[src/hw/rtl/tim_pkg.sv]
// ----------------------------------------------------------------------------
// tim_pkg: shared types and constants of the tick interval monitor
// Register indexes, register reset values and the counter full-scale value.
// ----------------------------------------------------------------------------
package tim_pkg;

    localparam int unsigned CFG_W      = 16;
    localparam int unsigned CFG_IDX_W  = 3;
    localparam int unsigned SAMPLE_W   = 16;
    localparam int unsigned CNT_W      = 16;
    localparam int unsigned TICK_W     = 32;

    typedef enum logic [CFG_IDX_W-1:0] {
        REG_MAX_INTERVAL = 3'd0,
        REG_MIN_INTERVAL = 3'd1,
        REG_SETTLE_TICKS = 3'd2,
        REG_WINDOW_TICKS = 3'd3,
        REG_ERROR_LIMIT  = 3'd4
    } t_cfg_reg;

    localparam logic [CFG_W-1:0] RST_MAX_INTERVAL = 16'hFFFF;
    localparam logic [CFG_W-1:0] RST_MIN_INTERVAL = 16'd0;
    localparam logic [CFG_W-1:0] RST_SETTLE_TICKS = 16'd10;
    localparam logic [CFG_W-1:0] RST_WINDOW_TICKS = 16'd100;
    localparam logic [CFG_W-1:0] RST_ERROR_LIMIT  = 16'd5;

    // wrap base of the interval computation, also the error count ceiling
    localparam logic [CNT_W-1:0] WRAP_BASE = 16'hFFFF;
    localparam logic [CNT_W-1:0] CNT_MAX   = 16'hFFFF;

endpackage

[src/hw/rtl/tick_interval_monitor_core.sv]
// ----------------------------------------------------------------------------
// tick_interval_monitor_core: timer tick monitor with windowed fault counter
// Computes the interval between timer samples, counts out-of-range intervals
// per window, raises a sticky fault and keeps a 32-bit tick counter.
// ----------------------------------------------------------------------------
// The result is registered: it is valid in the cycle after the input is accepted.
// Throughput: one tick per cycle while the result output is not stalled; the state
//   update is a single pass of subtract, compare and count logic at the input handshake.
// Reset (i_rst_n low, synchronous): registers return to defaults, settle and
//   window counters load the default settle and window values, the error and
//   tick counters clear, and the result register empties.
module tick_interval_monitor_core
    import tim_pkg::*;
(
    input  logic                 i_clk,
    input  logic                 i_rst_n,
    // configuration write port
    input  logic                 i_cfg_wr_en,
    input  logic [CFG_IDX_W-1:0] i_cfg_index,
    input  logic [CFG_W-1:0]     i_cfg_wdata,
    // tick input
    input  logic                 i_in_valid,
    output logic                 o_in_ready,
    input  logic [SAMPLE_W-1:0]  i_timer_sample,
    // result output
    output logic                 o_out_valid,
    input  logic                 i_out_ready,
    output logic [SAMPLE_W-1:0]  o_interval,
    output logic                 o_fault,
    output logic [TICK_W-1:0]    o_safe_time
);

    logic [CFG_W-1:0]    r_max_interval;
    logic [CFG_W-1:0]    r_min_interval;
    logic [CFG_W-1:0]    r_window_ticks;
    logic [CFG_W-1:0]    r_error_limit;

    logic [SAMPLE_W-1:0] r_last_sample;
    logic [CNT_W-1:0]    r_settle_cnt;
    logic [CNT_W-1:0]    r_window_cnt;
    logic [CNT_W-1:0]    r_err_cnt;
    logic [TICK_W-1:0]   r_tick_cnt;

    logic [CNT_W-1:0]    n_settle_cnt;
    logic [CNT_W-1:0]    n_window_cnt;
    logic [CNT_W-1:0]    n_err_cnt;
    logic [TICK_W-1:0]   n_tick_cnt;

    logic                r_out_valid;
    logic [SAMPLE_W-1:0] r_out_interval;
    logic                r_out_fault;
    logic [TICK_W-1:0]   r_out_safe_time;

    logic [SAMPLE_W-1:0] interval;
    logic                fault;
    logic [CNT_W-1:0]    err_a;
    logic                accept;

    assign o_in_ready = !r_out_valid || i_out_ready;
    assign accept     = i_in_valid && o_in_ready;

    // ---------------- configuration registers ----------------
    always_ff @(posedge i_clk) begin
        if (!i_rst_n) begin
            r_max_interval <= RST_MAX_INTERVAL;
            r_min_interval <= RST_MIN_INTERVAL;
            r_window_ticks <= RST_WINDOW_TICKS;
            r_error_limit  <= RST_ERROR_LIMIT;
        end else if (i_cfg_wr_en) begin
            case (i_cfg_index)
                REG_MAX_INTERVAL: r_max_interval <= i_cfg_wdata;
                REG_MIN_INTERVAL: r_min_interval <= i_cfg_wdata;
                // settle count loads only at reset, which restores the default value
                REG_SETTLE_TICKS: ;
                REG_WINDOW_TICKS: r_window_ticks <= i_cfg_wdata;
                REG_ERROR_LIMIT:  r_error_limit  <= i_cfg_wdata;
                default: ;  // drop writes to unmapped indexes
            endcase
        end
    end

    // ---------------- per-tick update ----------------
    always_comb begin
        // a backward step wraps one count short of the modular difference
        if (i_timer_sample < r_last_sample) begin
            interval = WRAP_BASE - r_last_sample + i_timer_sample;
        end else begin
            interval = i_timer_sample - r_last_sample;
        end

        n_settle_cnt = r_settle_cnt;
        err_a        = r_err_cnt;
        n_err_cnt    = r_err_cnt;
        if (r_settle_cnt != '0) begin
            n_settle_cnt = r_settle_cnt - 1'b1;
        end else begin
            // both bounds can fail at once when max is below min
            if (interval > r_max_interval && r_err_cnt != CNT_MAX) begin
                err_a = r_err_cnt + 1'b1;
            end
            n_err_cnt = err_a;
            if (interval < r_min_interval && err_a != CNT_MAX) begin
                n_err_cnt = err_a + 1'b1;
            end
        end

        fault        = 1'b0;
        n_window_cnt = r_window_cnt;
        if (r_window_cnt != '0) begin
            n_window_cnt = r_window_cnt - 1'b1;
        end else if (n_err_cnt > r_error_limit) begin
            fault = 1'b1;  // hold window at zero: fault repeats every tick
        end else begin
            n_window_cnt = r_window_ticks;
            n_err_cnt    = '0;
        end

        n_tick_cnt = r_tick_cnt + 1'b1;
    end

    always_ff @(posedge i_clk) begin
        if (!i_rst_n) begin
            r_last_sample <= '0;
            r_settle_cnt  <= RST_SETTLE_TICKS;
            r_window_cnt  <= RST_WINDOW_TICKS;
            r_err_cnt     <= '0;
            r_tick_cnt    <= '0;
        end else if (accept) begin
            r_last_sample <= i_timer_sample;
            r_settle_cnt  <= n_settle_cnt;
            r_window_cnt  <= n_window_cnt;
            r_err_cnt     <= n_err_cnt;
            r_tick_cnt    <= n_tick_cnt;
        end
    end

    // ---------------- result register ----------------
    always_ff @(posedge i_clk) begin
        if (!i_rst_n) begin
            r_out_valid <= 1'b0;
        end else if (accept) begin
            r_out_valid <= 1'b1;
        end else if (i_out_ready) begin
            r_out_valid <= 1'b0;
        end
    end

    always_ff @(posedge i_clk) begin
        if (accept) begin
            r_out_interval  <= interval;
            r_out_fault     <= fault;
            r_out_safe_time <= n_tick_cnt;
        end
    end

    assign o_out_valid = r_out_valid;
    assign o_interval  = r_out_interval;
    assign o_fault     = r_out_fault;
    assign o_safe_time = r_out_safe_time;

    // ---------------- assertions ----------------
    a_accept_gives_result: assert property (@(posedge i_clk) disable iff (!i_rst_n)
        accept |=> o_out_valid)
        else $error("accepted tick produced no result");

    a_tick_advances: assert property (@(posedge i_clk) disable iff (!i_rst_n)
        accept |=> r_tick_cnt == $past(r_tick_cnt) + 1'b1 && o_safe_time == r_tick_cnt)
        else $error("tick counter or safe_time out of step");

    a_ready_only_on_stall: assert property (@(posedge i_clk) disable iff (!i_rst_n)
        !o_in_ready |-> o_out_valid && !i_out_ready)
        else $error("input stalled without a blocked result");

    a_settle_no_errors: assert property (@(posedge i_clk) disable iff (!i_rst_n)
        accept && r_settle_cnt != '0 && r_window_cnt != '0
        |=> r_err_cnt == $past(r_err_cnt))
        else $error("error counted during settling");

    a_err_no_drop: assert property (@(posedge i_clk) disable iff (!i_rst_n)
        accept && r_window_cnt != '0 |=> r_err_cnt >= $past(r_err_cnt))
        else $error("error count fell inside a window");

endmodule
[config.mk]
export PLATFORM = sky130hd
export DESIGN_NAME = tick_interval_monitor_core
export DESIGN_NICKNAME = d
export VERILOG_FILES = /design/src/hw/rtl/tim_pkg.sv /design/src/hw/rtl/tick_interval_monitor_core.sv
export SDC_FILE = /design/constraint.sdc
export NUM_CORES = 1
export LEC_CHECK = 0
export BUFFER_PORTS_ARGS = -buffer_cell sky130_fd_sc_hd__buf_2
export CAP_MARGIN = 20
export CORE_ASPECT_RATIO = 1.1
export CORE_MARGIN = 2
export CORE_UTILIZATION = 30
export CTS_CLUSTER_SIZE = 8
export DETAILED_ROUTE_END_ITERATION = 8
export SLEW_MARGIN = 30
export SYNTH_ARGS = -nofsm -noshare
export SYNTH_HDL_FRONTEND = slang
export SYNTH_SLANG_ARGS = --single-unit
[constraint.sdc]
create_clock -name i_clk -period 19.5 [get_ports i_clk]
set_clock_uncertainty 0.05 [all_clocks]
set_input_delay 3.9 -clock i_clk [delete_from_list [all_inputs] [get_ports i_clk]]
set_output_delay 3.9 -clock i_clk [all_outputs]
set_load 0.03 [all_outputs]
Yosys cells after proc, flatten, opt, wreduce, memory -nomap -nowiden
Cells that the tools add are included.
Operators by class
  $add $sub $neg: 8
  magnitude comparators: 4
  equality and inequality tests: 6
  multiplexer cells: 12
  reductions and logical operators: 15
Operators by type and width (count)
  16-bit 2-to-1 mux: 9
  16-bit by 1-bit adder with 16-bit output (second input constant): 2
  32-bit by 1-bit adder with 32-bit output (second input constant): 1
  16-bit greater-than comparator: 2
  16-bit < comparator: 2
  16-bit != test (second input constant): 2
  16-bit nonzero test: 2
  16-bit by 1-bit subtractor with 16-bit output (second input constant): 2
  16-bit adder: 1
  16-bit subtractor: 1
  16-bit subtractor (first input constant): 1
  2-bit AND reduction: 6
  3-bit by 1-bit equality test with 1-bit output (second input constant): 1
  3-bit by 2-bit equality test with 1-bit output (second input constant): 1
  3-bit equality test (second input constant): 1
  1-bit logical AND: 3
  3-bit zero test: 1
  1-bit 2-to-1 mux: 3
  2-bit != test (second input constant): 1
  2-bit nonzero test: 1
  1-bit zero test: 1
  1-bit logical OR: 1
Storage, ports and cells
  bits in registers: 210
  bits of input ports: 40
  output and inout port bits: 51
  word-level logic and storage cells: 58

Depth between registers and ports, before layout
  depth after elaboration: 14
  mapped depth: 47

Least setup slack after synthesis
OpenSTA, ideal clock, no wires.
  kind: input -> register
  start point: in i_timer_sample[11]
  end point: reg r_err_cnt[9]
  setup time: 0.130 ns
  arrival: 12.172 ns
  data required time: 19.320 ns
  setup slack: 7.148 ns
  cell stages on the path: 43
  path through: ha_1 a21oi_1 o21ai_0 a211o_1 or3_1 a41oi_1 o41a_1 o21ai_0 nand2_1 nand3_1 a31o_2 a21oi_1 xnor2_1 ha_1 nand3_2 or4_4 a21oi_2 nor2_1 (+7 left out) or4_4 o21ai_4 mux2i_1 o21ai_0 ha_1 nor2b_1 o21a_1 o21a_1 o21a_1 o21bai_1 a21oi_1 a31oi_1 a21oi_1 nand2_1 clkbuf_1 nor3_1 o21ai_0 o31ai_1
On the way
  longest elaborated chain between the ends: 13
Ends and longest elaborated chain
  start, declared: RTL line tick_interval_monitor_core.sv:24  | input logic [SAMPLE_W-1:0] i_timer_sample,
  16-bit subtractor (tied with other cells): RTL line tick_interval_monitor_core.sv:88  | interval = i_timer_sample - r_last_sample;
  16-bit 2-to-1 mux *: RTL line tick_interval_monitor_core.sv:85  | if (i_timer_sample < r_last_sample) begin
  net interval[15]: RTL line tick_interval_monitor_core.sv:54  | logic [SAMPLE_W-1:0] interval;
  parallel branches: the longest is 6 deep, another holds 16-bit greater-than comparator
  16-bit 2-to-1 mux *: RTL line tick_interval_monitor_core.sv:102  | if (interval < r_min_interval && err_a != CNT_MAX) begin
  16-bit 2-to-1 mux *: RTL line tick_interval_monitor_core.sv:94  | if (r_settle_cnt != '0) begin
  16-bit greater-than comparator: RTL line tick_interval_monitor_core.sv:111  | end else if (n_err_cnt > r_error_limit) begin
  16-bit 2-to-1 mux: RTL line tick_interval_monitor_core.sv:111
  16-bit 2-to-1 mux *: RTL line tick_interval_monitor_core.sv:109  | if (r_window_cnt != '0) begin
  end signal, assigned: RTL line tick_interval_monitor_core.sv:132  | r_err_cnt <= n_err_cnt;
  end, declared: RTL line tick_interval_monitor_core.sv:41  | logic [CNT_W-1:0] r_err_cnt;
Mark *: on every way through the listed nets, which the timed path passes. The select of a mux whose other input is x is not followed.
A chain may end at the register's enable or synchronous reset.

Worst setup path after layout
Same ends and word-level chain as after synthesis.

==> impl_metrics.csv <==
group,metric,value,unit
grt,met3_usage,0.02249,
placement,dpl.hpwl,21250,um
drt,drtIter0Drc,705,
run_status,status,"finished clean",
pwr,total_power,0.001108,W
critical_path,critPathMostFrequentCell,"nand2_1",
critical_path,worst_setup_path_end_kind,"flop",
drt,drc_errors,0,
floorplan,die-area,41620,um2
floorplan,pin_count,91,
critical_path,arrival,13.63,ns
drt,drt-wirelength-per-cell,14.70,um
clock_tree,cts_made_buffers,30,
yosys,synth_ff_type,"dfxtp_1",
sta,worst_pin_slew,0.9069,ns
job,cap_violations,0,
sta,setup_tns,0,ns
yosys,synthArstFlopShare,0,
yosys,synthTopCellsByCount,"nand2_1, dfxtp_1, inv_1",
yosys,synth_area,12000,um2
final_layout,fin_nets,1583,
drt,ant_nets,0,
placement,dpl-instance-area,12910,um2
sta,finalCritPeriodShare,0.6800,
grt,top_usage_layer,"met2",
floorplan,std_cell_rows,76,
pwr,p_leak,5.279,nW
critical_path,crit_slowest_cell,"a21oi_2",
critical_path,crit_type,"in -> reg",
yosys,synth.largest_area_cell,"dfxtp_1",
floorplan,die_w,194.7,um
sta,setup_viol,0,
placement,io_buffers,90,
grt,overflow,0,
sta,rsz0062_at_grt,"no",
grt,grt_max_degree,101,
yosys,syn_area_per_cell,8.553,um2
pwr,powerDensity,80.59,nW/um2
min_path,hp-class,"reg -> reg",
yosys,synthCells,1403,
yosys,syn-num-nets,1514,
placement,gp_congestion,0.8935,
clock_tree,cts_tree,"built",
final_layout,final_layout_size_suffix_gt1_frac,0.1157,
clock_tree,path_clk_slew,0.05,ns
yosys,ys_ff_latch,210,
drt,firstDrtPassIters,5,
final_layout,fillerInstances,4054,
yosys,synth_cell_types,80,
critical_path,r2r_start,"r_last_sample[11]$_SDFFE_PN0P_",
grt,track_usage,0.1392,
min_path,hold_start,"r_last_sample[14]$_SDFFE_PN0P_",
sta,hold_viol_final,0,
yosys,ys_warn_count,0,
clock_tree,cts-resized-gates,0,
floorplan,core,39270,um2
drt,drt-vias-per-instance,4.975,
clock_tree,holdBufCountCts,0,
clock_tree,htreeDepth,1,
drt,routed_wl,29310,um
grt,grt_pass1_vias,9173,
clock_tree,clockRootBuffer,"clkbuf_16",
yosys,yosysSeqAreaShare,0.3912,
pwr,vdd_drop_max,0.05781,mV
sta,max_slew_margin,0.3954,
yosys,synth_top_area_frac,0.2686,
sta,fin_crit,13.26,ns
sta,fmax,75.42,MHz
critical_path,crit_fanout,18,
critical_path,crit_start,"i_timer_sample[11]",
floorplan,die_h,213.8,um
placement,place_inst,1947,
clock_tree,clock_path_buffers,3,
yosys,synth_edf_count,49,
clock_tree,post-cts-setup-buffer-count,0,
grt,antenna_found_initial,4,
yosys,ys_top_cells_by_area,"dfxtp_1, edfxtp_1, nand2_1, ha_1, a21boi_0",
final_layout,area_growth_syn_to_layout,14.53,%
sta,slew_viol_final,0,
yosys,yosys.cell_count.top_type,"nand2_1",
clock_tree,clk_latency,0.54,ns
final_layout,stdcell_count,1994,
clock_tree,numClockSinks,210,
final_layout,fin_area,13740,um2
drt,num_vias,9921,
critical_path,cp_data_required_time,19.87,ns
floorplan,initial_core_util,0.3056,
critical_path,max_stage_delay,0.71,ns
grt,grtUsageMet2,0.2324,
grt,use_met1,0.1827,
grt,grt_pass1_wl,47430,um
critical_path,critical_path.startpoint_type,"input pin",
==> critical path: cells and delay by family <==
kind | cells | cell delay, ns
AO/OA/AOI/OAI | 21 | 4.75
AND/OR/NAND/NOR | 13 | 2.98
adder cells (fa/ha/maj) | 4 | 1.20
multiplexers | 2 | 0.58
XOR/XNOR | 1 | 0.13
buffers and inverters | 1 | 0.11
==> where the power goes <==
group	switching (W)	total, W	internal, W	leakage [nW]
Sequential	0.00000891	0.000474	0.000465	1.79
Clock	0.000182	0.000467	0.000286	0.399
Combinational	0.000108	0.000166	0.0000582	3.09
==> path summary, 6_finish.rpt <==
| check | end | slack, ns | cells after the start |
|---|---|---|---|
| worst max-delay path | r_err_cnt[9]$_SDFFE_PN0P_ | 6.24 | 42 |
| worst max register to register | r_err_cnt[9]$_SDFFE_PN0P_ | 9.38 | 42 |
| worst min register to register | r_last_sample[14]$_SDFFE_PN0P_ | 0.41 | 2 |
| worst min-delay path | r_last_sample[14]$_SDFFE_PN0P_ | 0.41 | 2 |
==> cell type report <==
class / count / area [um2] / area share
multi-input combinational: 1041 / 6725 / 0.4893
sequential: 210 / 4695 / 0.3416
clock buffer: 45 / 828.3 / 0.06026
tap: 507 / 634.4 / 0.04615
timing repair buffer: 97 / 505.5 / 0.03678
inverter: 92 / 346.6 / 0.02522
clock inverter: 1 / 7.507 / 0.0005462
antenna: 1 / 2.502 / 0.0001821
==> metrics by stage <==
| step | setup slack [ns] | hold slack, ns | util |
|---|---|---|---|
| after floorplan | 7.148 | 0.3817 | - |
| after global placement | 5.938 | 0.4007 | 0.3286 |
| after detailed placement | 5.746 | 0.4080 | 0.3286 |
| after CTS | 6.335 | 0.4167 | 0.3499 |
| after global routing | 5.535 | 0.4368 | 0.3500 |
| final | 6.240 | 0.4138 | 0.3500 |
==> layout by cell type (no fill, tap or decap), types with 13 or more instances in the layout <==
cell | netlist | final
nand2_1 | 235 | 234
dfxtp_1 | 161 | 161
inv_1 | 91 | 90
buf_2 | 5 | 89
a21boi_0 | 79 | 79
nor2_1 | 74 | 74
ha_1 | 69 | 69
xnor2_1 | 66 | 66
o21ai_0 | 52 | 52
nand3_1 | 50 | 50
edfxtp_1 | 49 | 49
a21oi_1 | 48 | 48
and2_1 | 41 | 40
nor3_1 | 32 | 32
xor2_1 | 32 | 32
clkbuf_16 | 0 | 31
nand4_1 | 26 | 26
o211ai_1 | 24 | 24
or3_1 | 24 | 24
clkbuf_1 | 49 | 14
nor2b_1 | 13 | 13
==> kinds of logic (layout without fill, tap and decap cells) <==
family,Yosys count,after routing,share of synthesized area
AND/OR/NAND/NOR,560,560,0.2271
XOR/XNOR,98,98,0.07153
AO/OA/AOI/OAI,299,299,0.1748
buffers and inverters,152,235,0.04869
flip-flops,210,210,0.3912
other,0,1,0
adder cells (fa/ha/maj),71,71,0.07528
multiplexers,13,13,0.01147
==> layer usage <==
metal / up-vias / share of wire
met1: 4633 / 0.46
met4: 6 / 0.029
met3: 58 / 0.048
li1: 5028 / -
met5: - / 0.0011
met2: 196 / 0.46
No activity file was read; power rests on OpenSTA's default activity.
